File: src/design/dual_chip_glcd_pixel_set_sequencer_assert.svh
// Assertion macros shared by the pixel-set sequencer modules.
`ifndef DUAL_CHIP_GLCD_PIXEL_SET_SEQUENCER_ASSERT_SVH
`define DUAL_CHIP_GLCD_PIXEL_SET_SEQUENCER_ASSERT_SVH

// Same-cycle implication, checked on aclk outside reset.
`define GCPS_ASSERT_IMPL(label, ante, cons) \
    label: assert property (@(posedge aclk) disable iff (!aresetn) (ante) |-> (cons)) \
        else $error("gcps same-cycle check failed");

// Next-cycle implication, checked on aclk outside reset.
`define GCPS_ASSERT_NEXT(label, ante, cons) \
    label: assert property (@(posedge aclk) disable iff (!aresetn) (ante) |=> (cons)) \
        else $error("gcps next-cycle check failed");

`endif

File: src/design/gcps_pkg.sv
// Types, codes and constants of the pixel-set sequencer.
package gcps_pkg;

    localparam logic [1:0] OP_SET_PIXEL = 2'd0;
    localparam logic [1:0] OP_READ_BACK = 2'd1;
    localparam logic [1:0] OP_RAW_CMD   = 2'd2;

    localparam logic [7:0] CMD_SET_COLUMN = 8'h40;
    localparam logic [7:0] CMD_SET_PAGE   = 8'hB8;

    localparam int QUEUE_DEPTH_DEF = 2;

    typedef enum logic [1:0] {
        KIND_PIXEL,
        KIND_MERGE,
        KIND_RAW,
        KIND_REJECT
    } kind_t;

    // Work descriptor handed from front to back.
    // pixel: byte_a = set page, byte_b = set column
    // merge: byte_a = set column, byte_b = merged data byte
    // raw:   byte_a = control byte
    typedef struct packed {
        kind_t      kind;
        logic       chip;
        logic [7:0] byte_a;
        logic [7:0] byte_b;
    } desc_t;

    // Index of the final bus transaction for a descriptor kind.
    function automatic logic [1:0] last_beat(input kind_t kind);
        logic [1:0] n;
        case (kind)
            KIND_PIXEL: n = 2'd3;
            KIND_MERGE: n = 2'd1;
            default:    n = 2'd0;
        endcase
        return n;
    endfunction

endpackage

File: src/design/gcps_front.sv
// Front end: accepts requests, tracks the pending pixel update, emits descriptors.
module gcps_front
    import gcps_pkg::*;
(
    input  logic       aclk,
    input  logic       aresetn,
    input  logic       s_valid,
    output logic       s_ready,
    input  logic [1:0] s_op,
    input  logic [7:0] s_x,
    input  logic [7:0] s_y,
    input  logic       s_chip,
    input  logic [7:0] s_cmd_byte,
    input  logic [7:0] s_read_byte,
    input  logic       q_full,
    output logic       q_push,
    output desc_t      q_desc
);

    logic       awaiting_reg, awaiting_next;
    logic       pend_chip_reg, pend_chip_next;
    logic [5:0] pend_col_reg, pend_col_next;
    logic [2:0] pend_bit_reg, pend_bit_next;

    logic  accept;
    logic  emit;
    logic  in_range;
    desc_t desc;

    assign s_ready  = !q_full;
    assign accept   = s_valid && s_ready;
    assign in_range = !s_x[7] && (s_y[7:6] == 2'b00);

    always_comb begin
        emit           = 1'b0;
        desc           = '0;
        awaiting_next  = awaiting_reg;
        pend_chip_next = pend_chip_reg;
        pend_col_next  = pend_col_reg;
        pend_bit_next  = pend_bit_reg;
        case (s_op)
            OP_SET_PIXEL: begin
                if (in_range) begin
                    emit = 1'b1;
                    if (awaiting_reg) begin
                        desc.kind = KIND_REJECT;
                    end else begin
                        desc.kind   = KIND_PIXEL;
                        desc.chip   = s_x[6];
                        desc.byte_a = CMD_SET_PAGE | {5'b0, ~s_y[5:3]};
                        desc.byte_b = CMD_SET_COLUMN | {2'b0, s_x[5:0]};
                        if (accept) begin
                            awaiting_next  = 1'b1;
                            pend_chip_next = s_x[6];
                            pend_col_next  = s_x[5:0];
                            pend_bit_next  = ~s_y[2:0];
                        end
                    end
                end
            end
            OP_READ_BACK: begin
                if (awaiting_reg) begin
                    emit        = 1'b1;
                    desc.kind   = KIND_MERGE;
                    desc.chip   = pend_chip_reg;
                    desc.byte_a = CMD_SET_COLUMN | {2'b0, pend_col_reg};
                    desc.byte_b = s_read_byte | (8'd1 << pend_bit_reg);
                    if (accept) begin
                        awaiting_next = 1'b0;
                    end
                end
            end
            OP_RAW_CMD: begin
                emit = 1'b1;
                if (awaiting_reg) begin
                    desc.kind = KIND_REJECT;
                end else begin
                    desc.kind   = KIND_RAW;
                    desc.chip   = s_chip;
                    desc.byte_a = s_cmd_byte;
                end
            end
            default: begin
                emit = 1'b0;
            end
        endcase
    end

    assign q_push = accept && emit;
    assign q_desc = desc;

    always_ff @(posedge aclk) begin
        if (!aresetn) begin
            awaiting_reg  <= 1'b0;
            pend_chip_reg <= 1'b0;
            pend_col_reg  <= '0;
            pend_bit_reg  <= '0;
        end else begin
            awaiting_reg  <= awaiting_next;
            pend_chip_reg <= pend_chip_next;
            pend_col_reg  <= pend_col_next;
            pend_bit_reg  <= pend_bit_next;
        end
    end

endmodule

File: src/design/gcps_queue.sv
// Short descriptor queue between front and back.
module gcps_queue
    import gcps_pkg::*;
#(
    parameter int DEPTH = QUEUE_DEPTH_DEF
)
(
    input  logic  aclk,
    input  logic  aresetn,
    input  logic  push,
    input  desc_t push_desc,
    output logic  full,
    input  logic  pop,
    output logic  head_valid,
    output desc_t head_desc
);

    localparam int PTR_W = (DEPTH > 1) ? $clog2(DEPTH) : 1;
    localparam int CNT_W = $clog2(DEPTH + 1);

    desc_t            slot_reg [DEPTH];
    logic [PTR_W-1:0] wr_ptr_reg, wr_ptr_next;
    logic [PTR_W-1:0] rd_ptr_reg, rd_ptr_next;
    logic [CNT_W-1:0] count_reg, count_next;

    assign full       = (count_reg == CNT_W'(DEPTH));
    assign head_valid = (count_reg != '0);
    assign head_desc  = slot_reg[rd_ptr_reg];

    always_comb begin
        wr_ptr_next = wr_ptr_reg;
        rd_ptr_next = rd_ptr_reg;
        count_next  = count_reg;
        if (push) begin
            wr_ptr_next = (wr_ptr_reg == PTR_W'(DEPTH - 1)) ? '0 : wr_ptr_reg + 1'b1;
        end
        if (pop) begin
            rd_ptr_next = (rd_ptr_reg == PTR_W'(DEPTH - 1)) ? '0 : rd_ptr_reg + 1'b1;
        end
        if (push && !pop) begin
            count_next = count_reg + 1'b1;
        end else if (pop && !push) begin
            count_next = count_reg - 1'b1;
        end
    end

    always_ff @(posedge aclk) begin
        if (push) begin
            slot_reg[wr_ptr_reg] <= push_desc;
        end
    end

    always_ff @(posedge aclk) begin
        if (!aresetn) begin
            wr_ptr_reg <= '0;
            rd_ptr_reg <= '0;
            count_reg  <= '0;
        end else begin
            wr_ptr_reg <= wr_ptr_next;
            rd_ptr_reg <= rd_ptr_next;
            count_reg  <= count_next;
        end
    end

`include "dual_chip_glcd_pixel_set_sequencer_assert.svh"

    `GCPS_ASSERT_IMPL(a_no_overfill, 1'b1, count_reg <= CNT_W'(DEPTH))
    `GCPS_ASSERT_IMPL(a_no_pop_empty, pop, count_reg != '0)
    `GCPS_ASSERT_NEXT(a_fill_step, push && !pop, count_reg == $past(count_reg) + 1'b1)

endmodule

File: src/design/gcps_back.sv
// Back end: expands descriptors into bus transactions behind an output register.
module gcps_back
    import gcps_pkg::*;
(
    input  logic       aclk,
    input  logic       aresetn,
    input  logic       q_valid,
    input  desc_t      q_desc,
    output logic       q_pop,
    output logic       m_valid,
    input  logic       m_ready,
    output logic       m_bus_chip,
    output logic       m_is_data,
    output logic       m_is_read,
    output logic [7:0] m_bus_byte,
    output logic       m_last,
    output logic       m_rejected
);

    logic [1:0] beat_reg, beat_next;
    logic       valid_reg, valid_next;
    logic       chip_reg, data_reg, read_reg, last_reg, rej_reg;
    logic [7:0] byte_reg;

    logic       load;
    logic       fin;
    logic       b_data, b_read, b_rej;
    logic [7:0] b_byte;

    assign load  = q_valid && (!valid_reg || m_ready);
    assign fin   = (beat_reg == last_beat(q_desc.kind));
    assign q_pop = load && fin;

    always_comb begin
        beat_next  = beat_reg;
        valid_next = valid_reg;
        if (load) begin
            valid_next = 1'b1;
            beat_next  = fin ? 2'd0 : beat_reg + 2'd1;
        end else if (m_ready) begin
            valid_next = 1'b0;
        end
    end

    // Transaction fields for the current beat of the head descriptor.
    always_comb begin
        b_data = 1'b0;
        b_read = 1'b0;
        b_rej  = 1'b0;
        b_byte = 8'd0;
        case (q_desc.kind)
            KIND_PIXEL: begin
                case (beat_reg)
                    2'd0:    b_byte = q_desc.byte_a;
                    2'd1:    b_byte = q_desc.byte_b;
                    default: begin
                        b_data = 1'b1;
                        b_read = 1'b1;
                    end
                endcase
            end
            KIND_MERGE: begin
                if (beat_reg == 2'd0) begin
                    b_byte = q_desc.byte_a;
                end else begin
                    b_data = 1'b1;
                    b_byte = q_desc.byte_b;
                end
            end
            KIND_RAW: begin
                b_byte = q_desc.byte_a;
            end
            default: begin
                b_rej = 1'b1;
            end
        endcase
    end

    always_ff @(posedge aclk) begin
        if (!aresetn) begin
            beat_reg  <= '0;
            valid_reg <= 1'b0;
        end else begin
            beat_reg  <= beat_next;
            valid_reg <= valid_next;
        end
    end

    always_ff @(posedge aclk) begin
        if (load) begin
            chip_reg <= b_rej ? 1'b0 : q_desc.chip;
            data_reg <= b_data;
            read_reg <= b_read;
            byte_reg <= b_byte;
            last_reg <= fin;
            rej_reg  <= b_rej;
        end
    end

    assign m_valid    = valid_reg;
    assign m_bus_chip = chip_reg;
    assign m_is_data  = data_reg;
    assign m_is_read  = read_reg;
    assign m_bus_byte = byte_reg;
    assign m_last     = last_reg;
    assign m_rejected = rej_reg;

`include "dual_chip_glcd_pixel_set_sequencer_assert.svh"

    // mid-expansion the descriptor must still sit at the queue head
    `GCPS_ASSERT_IMPL(a_head_held, beat_reg != 2'd0, q_valid)
    `GCPS_ASSERT_IMPL(a_reject_shape, valid_reg && rej_reg,
        last_reg && !chip_reg && !data_reg && !read_reg && byte_reg == 8'd0)
    `GCPS_ASSERT_NEXT(a_pop_marks_last, q_pop, valid_reg && last_reg)

endmodule

File: src/design/dual_chip_glcd_pixel_set_sequencer.sv
// Pixel-set sequencer for a two-chip 128x64 panel: top level.
// Input channel (s_*): one request per transfer; s_op selects set pixel,
// read byte returned from the panel, or raw control write.
// Output channel (m_*): one bus transaction per transfer; m_last marks the
// final transaction of a request, m_rejected a refused request.
// A set pixel yields four transactions (set page, set column, dummy read,
// read); the matching read-back yields set column and the merged data write.
// Out-of-range pixels, stray read-backs and unused op codes yield nothing.
// The first transaction of a request is presented from the output register,
// after its descriptor has passed through the descriptor queue.
// Throughput: the back end issues one transaction per cycle while m_ready
// is high; a raw write or a refusal yields a single transaction.
// The front keeps accepting while the descriptor queue (QUEUE_DEPTH entries)
// has room, also while a result waits at the output.
// When the receiver stalls, the output register holds its transaction and
// the queue fills, then s_ready drops.
// Reset (aresetn low, synchronous) empties the queue and the output and
// clears the pending pixel update.
module dual_chip_glcd_pixel_set_sequencer
    import gcps_pkg::*;
#(
    parameter int QUEUE_DEPTH = QUEUE_DEPTH_DEF
)
(
    input  logic       aclk,
    input  logic       aresetn,
    input  logic       s_valid,
    output logic       s_ready,
    input  logic [1:0] s_op,
    input  logic [7:0] s_x,
    input  logic [7:0] s_y,
    input  logic       s_chip,
    input  logic [7:0] s_cmd_byte,
    input  logic [7:0] s_read_byte,
    output logic       m_valid,
    input  logic       m_ready,
    output logic       m_bus_chip,
    output logic       m_is_data,
    output logic       m_is_read,
    output logic [7:0] m_bus_byte,
    output logic       m_last,
    output logic       m_rejected
);

    logic  q_full, q_push, q_pop, q_valid;
    desc_t q_in, q_head;

    gcps_front u_front (
        .aclk        (aclk),
        .aresetn     (aresetn),
        .s_valid     (s_valid),
        .s_ready     (s_ready),
        .s_op        (s_op),
        .s_x         (s_x),
        .s_y         (s_y),
        .s_chip      (s_chip),
        .s_cmd_byte  (s_cmd_byte),
        .s_read_byte (s_read_byte),
        .q_full      (q_full),
        .q_push      (q_push),
        .q_desc      (q_in)
    );

    gcps_queue #(
        .DEPTH (QUEUE_DEPTH)
    ) u_queue (
        .aclk       (aclk),
        .aresetn    (aresetn),
        .push       (q_push),
        .push_desc  (q_in),
        .full       (q_full),
        .pop        (q_pop),
        .head_valid (q_valid),
        .head_desc  (q_head)
    );

    gcps_back u_back (
        .aclk       (aclk),
        .aresetn    (aresetn),
        .q_valid    (q_valid),
        .q_desc     (q_head),
        .q_pop      (q_pop),
        .m_valid    (m_valid),
        .m_ready    (m_ready),
        .m_bus_chip (m_bus_chip),
        .m_is_data  (m_is_data),
        .m_is_read  (m_is_read),
        .m_bus_byte (m_bus_byte),
        .m_last     (m_last),
        .m_rejected (m_rejected)
    );

endmodule
File: config.mk
export PLATFORM = sky130hd
export DESIGN_NAME = dual_chip_glcd_pixel_set_sequencer
export DESIGN_NICKNAME = d
export VERILOG_FILES = /design/src/design/gcps_pkg.sv /design/src/design/gcps_front.sv /design/src/design/gcps_queue.sv /design/src/design/gcps_back.sv /design/src/design/dual_chip_glcd_pixel_set_sequencer.sv
export VERILOG_INCLUDE_DIRS = /design/src /design/src/design
export SDC_FILE = /design/constraint.sdc
export NUM_CORES = 1
export LEC_CHECK = 0
export ABC_AREA = 1
export BUFFER_PORTS_ARGS = -buffer_cell sky130_fd_sc_hd__buf_2
export CAP_MARGIN = 20
export CORE_ASPECT_RATIO = 2
export CORE_UTILIZATION = 40
export CTS_BUF_LIST = sky130_fd_sc_hd__clkbuf_4 sky130_fd_sc_hd__clkbuf_8
export DETAILED_ROUTE_END_ITERATION = 8
export PLACE_DENSITY = 0.6
export SLEW_MARGIN = 20
export SYNTH_ARGS = -nofsm -noshare
export SYNTH_HDL_FRONTEND = slang
export SYNTH_HIERARCHICAL = 1
export SYNTH_SLANG_ARGS = --single-unit
File: constraint.sdc
create_clock -name aclk -period 3.6 [get_ports aclk]
set_input_delay 0.9 -clock aclk [delete_from_list [all_inputs] [get_ports aclk]]
set_output_delay 0.9 -clock aclk [all_outputs]
set_load 0.05 [all_outputs]
==> results of run 1 <==
[logic make-up after synthesis]
kind of cell | after synthesis
AOI/OAI and AO/OA | 42
and+or+nand+nor | 176
buffers and inverters | 56
DFF | 70
adders and majority gates | 4
muxes | 19
[layout make-up]
type                    instances  area [um^2]
inverters                      50          188
clock buffers                  14          161
flip-flops and latches         70         1910
multi-input cells             241         1290
clock inverters                 2         8.76
well taps                      98          123
fillers                       839         4370
repair buffers                 57          295
[synthesized netlist by cell type, drive strengths merged]
| cell type | n | area [um^2] |
|---|---|---|
| a22oi | 3 | 22.5 |
| nor3 | 1 | 5.00 |
| nand3 | 22 | 115 |
| nand3b | 1 | 7.51 |
| inv | 50 | 188 |
| o22ai | 1 | 6.26 |
| a21oi | 3 | 15.0 |
| o21a | 1 | 7.51 |
| ha | 4 | 50.1 |
| nor2 | 50 | 223 |
| nand4 | 1 | 6.26 |
| a31oi | 3 | 18.8 |
| o211ai | 3 | 22.5 |
| edfxtp | 51 | 1530 |
| mux2 | 19 | 251 |
| dfxtp | 19 | 380 |
| nand2 | 101 | 397 |
| buf | 6 | 65.1 |
| a21boi | 1 | 7.51 |
| o21ai | 27 | 135 |
[power breakdown]
part	total [mW]	internal, mW	switching, mW
registers	1.05	1.02	0.0343
clock network	0.552	0.286	0.266
logic	0.991	0.289	0.703
total	2.60	1.59	1.00
[placed cells by master (no fill, tap or decap), drive strengths merged]
cell / n
o22ai: 1
nor2: 50
dfxtp: 19
o211ai: 3
nand4: 1
clkinv: 2
a31oi: 3
ha: 4
nand2: 101
o21a: 1
inv: 50
nor3: 1
nand3: 22
edfxtp: 51
nand3b: 1
a21boi: 1
mux2: 19
buf: 57
a22oi: 3
a21oi: 3
clkbuf: 14
o21ai: 27
[tightest hold or removal path: cells and delay by family (launching register included)]
kind,cells,cell delay (ns)
DFF,1,0.32
and+or+nand+nor,2,0.15
[metrics by stage]
stage	area, um^2	cells	worst slack, ns	utilization (%)	power (mW)
6_report	3980	532	1.17	47.6	2.60
5_1_grt	3980	532	1.01	47.6	2.76
4_1_cts	3980	532	1.19	47.6	2.63
3_5_place_dp	3810	516	0.967	45.6	2.07
3_3_place_gp	3810	516	1.01	45.6	2.04
2_1_floorplan	3450	367	0.783	-	1.88
[worst min path at each step]
| stage | start | to | slack (ns) | depth (start not counted) |
|---|---|---|---|---|
| 6_report | u_queue/wr_ptr_reg | u_queue/wr_ptr_reg | 0.50 | 2 |
| 5_1_grt | u_queue/wr_ptr_reg | u_queue/wr_ptr_reg | 0.52 | 2 |
| 4_1_cts | u_queue/wr_ptr_reg | u_queue/wr_ptr_reg | 0.50 | 2 |
| 3_5_place_dp | u_queue/wr_ptr_reg | u_queue/wr_ptr_reg | 0.49 | 2 |
| 3_3_place_gp | u_queue/rd_ptr_reg | u_queue/rd_ptr_reg | 0.48 | 2 |
| 2_1_floorplan | u_queue/rd_ptr_reg | flop | 0.47 | 2 |
[layer usage]
layer | up-vias | part of all wire (%) | wire length [um] | global-route usage, %
met1 | 1166 | 37 | 2410 | 15.7
met5 | - | 0 | 0 | 0
met3 | 19 | 4.2 | 273 | 3.85
met2 | 80 | 55 | 3560 | 27.0
li1 | 1331 | - | - | -
met4 | 0 | 3.5 | 226 | 11.8
==> impl_metrics.prom, run 1 <==
# TYPE chip_impl_metric gauge
chip_impl_metric{name="max-vdd-ir-drop",unit="uV"} 266
chip_impl_metric{name="powerDensity",unit="nW/um^2"} 653
chip_impl_metric{name="cts.path.max_buffers",unit=""} 2
chip_impl_metric{name="final_nets",unit=""} 472
chip_impl_metric{name="drcViolationCount",unit=""} 0
chip_impl_metric{name="setup.reg_to_reg.worst_slack",unit="ns"} 1.17
chip_impl_metric{name="worstSkewPairLatency",unit="ns"} 0.34
chip_impl_info{name="result_of_the_run",value="finished clean"} 1
chip_impl_metric{name="share_of_cells_above_drive_strength_1",unit="%"} 24.2
chip_impl_info{name="critical_path.top_delay_family",value="buffers and inverters"} 1
chip_impl_metric{name="post-route-min-period",unit="ns"} 2.43
chip_impl_metric{name="hold_ws",unit="ns"} 0.503
chip_impl_info{name="timing.critical_path.to",value="u_queue/count_reg[1]"} 1
chip_impl_metric{name="path_depth",unit=""} 14
chip_impl_metric{name="worstPathBufferInverterCount",unit=""} 5
chip_impl_metric{name="synth.ff_latch_count",unit=""} 70
chip_impl_metric{name="port-buffer-count",unit=""} 53
chip_impl_metric{name="largest_net_degree_at_the_start_of_global_routing",unit=""} 20
chip_impl_info{name="critical_path_class",value="flop to flop"} 1
chip_impl_metric{name="synth_compound_gate_area_share",unit="%"} 6.81
chip_impl_metric{name="r2r_cells",unit=""} 14
chip_impl_metric{name="n_antenna_cell",unit=""} 0
chip_impl_metric{name="grt.total_usage",unit="%"} 15.9
chip_impl_metric{name="synth_seq_area_share",unit="%"} 55.3
chip_impl_metric{name="max_slew_margin",unit="%"} 54.7
chip_impl_info{name="cp_slowest_cell",value="sky130_fd_sc_hd__mux2_2"} 1
chip_impl_metric{name="netlist_instances",unit=""} 367
chip_impl_metric{name="iteration_0_drc_markers",unit=""} 83
chip_impl_metric{name="worst_ep_required_time",unit="ns"} 3.88
chip_impl_metric{name="cts-buffers-inserted",unit=""} 9
chip_impl_metric{name="setup-violations-final",unit=""} 0
chip_impl_metric{name="clk_pin_slew_worst_paths",unit="ns"} 0.07
chip_impl_metric{name="floorplan.initialDensity",unit="%"} 41.4
chip_impl_metric{name="dieHeight",unit="um"} 133
chip_impl_metric{name="report.final.slew_viol_count",unit=""} 0
chip_impl_metric{name="hpwlAfterDp",unit="um"} 4930
chip_impl_metric{name="syn-num-nets",unit=""} 410
chip_impl_info{name="worstReg2RegEnd",value="u_queue/count_reg[1]"} 1
chip_impl_metric{name="routabilityCongestion",unit=""} 0.792
chip_impl_metric{name="pin_count",unit=""} 54
chip_impl_info{name="unrepaired_setup_endpoints_after_global_routing",value="no"} 1
chip_impl_metric{name="post_cts_repair_resize_count",unit=""} 0
chip_impl_metric{name="number_of_iterations_in_the_first_detailed_routing_pass",unit=""} 6
chip_impl_metric{name="syn_to_final_growth",unit="%"} 15.1
chip_impl_metric{name="muxShareOfSynthArea",unit="%"} 7.28
chip_impl_info{name="cts-root-buf",value="sky130_fd_sc_hd__clkbuf_8"} 1
chip_impl_metric{name="htree_levels",unit=""} 3
chip_impl_info{name="cp-end-kind",value="flop"} 1
chip_impl_info{name="hold_class",value="flop to flop"} 1
chip_impl_metric{name="die_width",unit="um"} 67.7
chip_impl_info{name="dominant_combinational_cell_family_by_area_after_synthesis",value="simple AND/OR/NAND/NOR gates"} 1
chip_impl_metric{name="worst_path_max_stage_delay",unit="ns"} 0.44
chip_impl_metric{name="postRouteAntennaNets",unit=""} 0
chip_impl_metric{name="first_global_vias",unit=""} 2458
chip_impl_metric{name="via_per_inst",unit=""} 4.88
chip_impl_metric{name="cts_setup_buffers",unit=""} 0
chip_impl_metric{name="leakage_power",unit="nW"} 1.78
chip_impl_metric{name="average_wire_per_cell_in_the_routed_design",unit="um"} 12.2
chip_impl_metric{name="worst-slew-pin-transition",unit="ns"} 0.678
chip_impl_metric{name="hold_buffers",unit=""} 0
chip_impl_info{name="tritoncts",value="built"} 1
chip_impl_metric{name="antenna_found_initial",unit=""} 0
chip_impl_metric{name="largest_register_ffs",unit=""} 38
chip_impl_metric{name="largest_fanout_on_the_critical_path",unit=""} 19
chip_impl_metric{name="rows",unit=""} 47
chip_impl_info{name="crit_chain",value="buf_4 -> mux2_2 -> inv_1 -> nand2_1 -> nand2_1 -> nand3_2 -> nor2_2 -> inv_1 -> ha_1 -> inv_1 -> nand3_1 -> nand2_1 -> inv_1 -> nor2_1"} 1
chip_impl_metric{name="numClockSinks",unit=""} 70
chip_impl_metric{name="timing.final.crit_share",unit="%"} 67.4
chip_impl_metric{name="global_route.overflow_total",unit=""} 0
chip_impl_info{name="start_kind",value="flop"} 1
chip_impl_metric{name="design.core.area",unit="um^2"} 8350
chip_impl_info{name="worst_path_most_repeated_cell",value="sky130_fd_sc_hd__inv_1"} 1
chip_impl_metric{name="hold_viol",unit=""} 0
chip_impl_metric{name="yosys.area_share.xor_xnor",unit="%"} 0
chip_impl_metric{name="final.setup.tns",unit="ns"} 0
chip_impl_metric{name="totalWireLength",unit="um"} 6470
chip_impl_metric{name="yosys.cell_types.count",unit=""} 29
chip_impl_metric{name="timing.clock.skew",unit="ns"} 0.00425
chip_impl_metric{name="syn-cell-area",unit="um^2"} 3450
chip_impl_metric{name="critical_path_arrival",unit="ns"} 2.70
chip_impl_metric{name="fmaxAchievable",unit="MHz"} 412
chip_impl_metric{name="design.die.area",unit="um^2"} 9030
chip_impl_metric{name="synthesis.yosys.warnings",unit=""} 6
chip_impl_metric{name="via_count",unit=""} 2596
chip_impl_metric{name="syn-mean-instance-area",unit="um^2"} 9.41
chip_impl_metric{name="max_cap_viol_count",unit=""} 0
chip_impl_metric{name="post_synth_and_or_nand_nor_area_fraction",unit="%"} 21.8
chip_impl_metric{name="synthAdderAreaFrac",unit="%"} 1.45
chip_impl_metric{name="grt_first_pass_wirelength",unit="um"} 10500
No activity file was read; power rests on OpenSTA's default activity.
==> run 2: changes to the inputs <==
- PLACE_DENSITY: 0.6 -> 0.62
- clock period: 3.6 -> 1.98 ns (I/O delays scaled with it)
==> run 2 against run 1 <==
Compared with the run above: global-route usage shrank 0.28 points; critical path type unchanged; first-iteration DRC count up 14%; highest routed layer unchanged; count of clock-buffer cells in the layout is 4 lower; worst setup slack lost 1.1 ns; total power up 94%; sequential share of layout area shrank 2.0 points; die area unchanged.
==> impl_metrics.prom, run 2 (same netlist as run 1, synthesis figures left out) <==
# TYPE chip_impl_metric gauge
chip_impl_metric{name="design.die.area",unit="um^2"} 9030
chip_impl_metric{name="post-route-worst-setup-slack",unit="ns"} 0.0967
chip_impl_metric{name="n_antenna_cell",unit=""} 0
chip_impl_metric{name="clkPwrFrac",unit="%"} 23.9
chip_impl_metric{name="hold_viol",unit=""} 0
chip_impl_metric{name="fmaxAchievable",unit="MHz"} 531
chip_impl_metric{name="port-buffer-count",unit=""} 53
chip_impl_metric{name="htree_levels",unit=""} 3
chip_impl_metric{name="post-route-min-period",unit="ns"} 1.88
chip_impl_metric{name="power_frac_seq",unit="%"} 38.4
chip_impl_metric{name="clk_pin_slew_worst_paths",unit="ns"} 0.07
chip_impl_metric{name="max-vdd-ir-drop",unit="uV"} 604
chip_impl_metric{name="p_sw_share",unit="%"} 37.0
chip_impl_metric{name="rows",unit=""} 47
chip_impl_metric{name="share_of_cells_above_drive_strength_1",unit="%"} 27.3
chip_impl_info{name="layout.cells.most_common",value="sky130_fd_sc_hd__nand2_1"} 1
chip_impl_info{name="tritoncts",value="built"} 1
chip_impl_metric{name="iteration_0_drc_markers",unit=""} 95
chip_impl_metric{name="largest_fanout_on_the_critical_path",unit=""} 4
chip_impl_metric{name="report.final.slew_viol_count",unit=""} 0
chip_impl_metric{name="setup-violations-final",unit=""} 0
chip_impl_metric{name="max_cap_viol_count",unit=""} 0
chip_impl_metric{name="critical_path_arrival",unit="ns"} 2.12
chip_impl_metric{name="global_route.overflow_total",unit=""} 0
chip_impl_info{name="cp-end-kind",value="flop"} 1
chip_impl_metric{name="placed_cells",unit=""} 524
chip_impl_metric{name="largest_net_degree_at_the_start_of_global_routing",unit=""} 20
chip_impl_metric{name="setup_ws_pre_cts",unit="ns"} -0.0334
chip_impl_metric{name="first_global_vias",unit=""} 2458
chip_impl_metric{name="powerDensity",unit="nW/um^2"} 1210
chip_impl_metric{name="post-layout-total-power",unit="mW"} 5.02
chip_impl_metric{name="grt_first_pass_wirelength",unit="um"} 10300
chip_impl_metric{name="syn_to_final_growth",unit="%"} 20.4
chip_impl_metric{name="totalWireLength",unit="um"} 6320
chip_impl_metric{name="worstSkewPairLatency",unit="ns"} 0.34
chip_impl_metric{name="max_slew_margin",unit="%"} 54.9
chip_impl_metric{name="design.core.area",unit="um^2"} 8350
chip_impl_metric{name="via_per_inst",unit=""} 4.84
chip_impl_metric{name="postLayoutCoreUtil",unit="%"} 49.8
chip_impl_metric{name="hold_buffers",unit=""} 0
chip_impl_info{name="cts-root-buf",value="sky130_fd_sc_hd__clkbuf_8"} 1
chip_impl_metric{name="hpwlAfterDp",unit="um"} 4960
chip_impl_metric{name="dieHeight",unit="um"} 133
chip_impl_metric{name="final_nets",unit=""} 482
chip_impl_metric{name="die_width",unit="um"} 67.7
chip_impl_metric{name="routabilityCongestion",unit=""} 0.785
chip_impl_info{name="critical_path_class",value="flop to flop"} 1
chip_impl_metric{name="number_of_iterations_in_the_first_detailed_routing_pass",unit=""} 4
chip_impl_metric{name="timing.final.crit_share",unit="%"} 95.1
chip_impl_info{name="start_kind",value="flop"} 1
chip_impl_metric{name="numClockSinks",unit=""} 70
chip_impl_metric{name="via_count",unit=""} 2624
chip_impl_info{name="commonest_non_fill_non_tap_cells_in_the_layout",value="sky130_fd_sc_hd__nand2_1, sky130_fd_sc_hd__buf_2, sky130_fd_sc_hd__edfxtp_1, sky130_fd_sc_hd__inv_1, sky130_fd_sc_hd__nor2_1"} 1
chip_impl_metric{name="cts.path.max_buffers",unit=""} 2
chip_impl_info{name="hold_class",value="input port to flop"} 1
chip_impl_metric{name="floorplan.initialDensity",unit="%"} 41.4
chip_impl_metric{name="pin_count",unit=""} 54
chip_impl_metric{name="worst-slew-pin-transition",unit="ns"} 0.673
chip_impl_metric{name="layoutNonFillerInstCount",unit=""} 542
chip_impl_metric{name="grt.total_usage",unit="%"} 15.6
chip_impl_metric{name="drcViolationCount",unit=""} 0
chip_impl_metric{name="timing.clock.skew",unit="ns"} 0.00777
chip_impl_metric{name="internal_power",unit="mW"} 3.17
chip_impl_metric{name="cts-buffers-inserted",unit=""} 9
chip_impl_metric{name="average_wire_per_cell_in_the_routed_design",unit="um"} 11.7
chip_impl_metric{name="largest_register_ffs",unit=""} 38
chip_impl_metric{name="comb_power_share",unit="%"} 37.8
chip_impl_metric{name="worst_ep_required_time",unit="ns"} 2.22
chip_impl_info{name="result_of_the_run",value="finished clean"} 1
chip_impl_metric{name="postRouteAntennaNets",unit=""} 0
chip_impl_metric{name="antenna_found_initial",unit=""} 0
chip_impl_metric{name="leakage_power",unit="nW"} 1.84
chip_impl_metric{name="net-switching-power",unit="mW"} 1.86
## run 2: changes by cell type in the layout (fill, tap and decap cells not counted), sizes merged
cell      change
clkbuf        -4
clkinvlp      +1
inv           -1
buf          +10
bufinv        +2
clkinv        +2
## run 2: worst paths after layout
check | from | to | slack, ns | cells after the start
setup / recovery | flop | u_queue/count_reg[1] | 0.1 | 12
hold / removal | s_y[1] | u_front/pend_bit_reg[1] | 0.39 | 4
setup reg to reg | flop | u_queue/count_reg[1] | 0.1 | 12
hold reg to reg | u_front/pend_chip_reg | u_front/pend_chip_reg | 0.51 | 4
## run 2: power groups by stage
stage / clock [mW] / sequential (mW) / combinational [mW]
2_1_floorplan: 0 / 2.40 / 1.04
3_3_place_gp: 0 / 1.95 / 1.83
3_5_place_dp: 0 / 1.96 / 1.87
4_1_cts: 1.24 / 1.93 / 1.87
5_1_grt: 1.29 / 1.95 / 2.10
6_report: 1.20 / 1.93 / 1.90
## run 2: timing repair
action | 4_1_cts | 5_1_grt
setup endpoints to repair | 1 | 2
buffers inserted | 0 | 2
gates cloned | 0 | 0
resized for setup | 2 | 4
pin swaps | 0 | 1
## run 2: stage by stage
stage / instance area, um^2 / TNS (ns) / hold slack (ns)
2_1_floorplan: 3470 / -0.00383 / 0.466
3_3_place_gp: 3910 / 0 / 0.475
3_5_place_dp: 3910 / -0.0334 / 0.495
4_1_cts: 4130 / 0 / 0.365
5_1_grt: 4160 / -0.0123 / 0.371
6_report: 4160 / 0 / 0.385
## run 2: final cells by class
type / instances / area [um^2]
Fill cell: 814 / 4190
Sequential cell: 70 / 1920
Multi-Input combinational cell: 241 / 1330
Timing Repair Buffer: 67 / 395
Inverter: 50 / 191
Clock buffer: 10 / 131
Tap cell: 98 / 123
Clock inverter: 6 / 76.3
## run 2: routing by layer
metal  vias up  global-route usage, %  part of all wire [%]  wire (um)
li1       1350                      -                     -          -
met1      1183                   14.3                    37       2310
met2        73                   28.1                    56       3530
met3        18                   3.17                   4.3        269
met4         0                   11.5                   3.4        212
met5         -                      0                     0          0
## run 2: critical path, cell delays in order (launching register included)
cell and delay [ns]:
sky130_fd_sc_hd__dfxtp_4 0.36, sky130_fd_sc_hd__buf_4 0.13, sky130_fd_sc_hd__mux2_4 0.32, sky130_fd_sc_hd__o21ai_2 0.13, sky130_fd_sc_hd__nand3_2 0.12, sky130_fd_sc_hd__nor2_4 0.12
sky130_fd_sc_hd__inv_1 0.07, sky130_fd_sc_hd__ha_4 0.28, sky130_fd_sc_hd__inv_2 0.04, sky130_fd_sc_hd__nand3_1 0.07, sky130_fd_sc_hd__nand2_1 0.05, sky130_fd_sc_hd__inv_1 0.05
sky130_fd_sc_hd__nor2_1 0.03
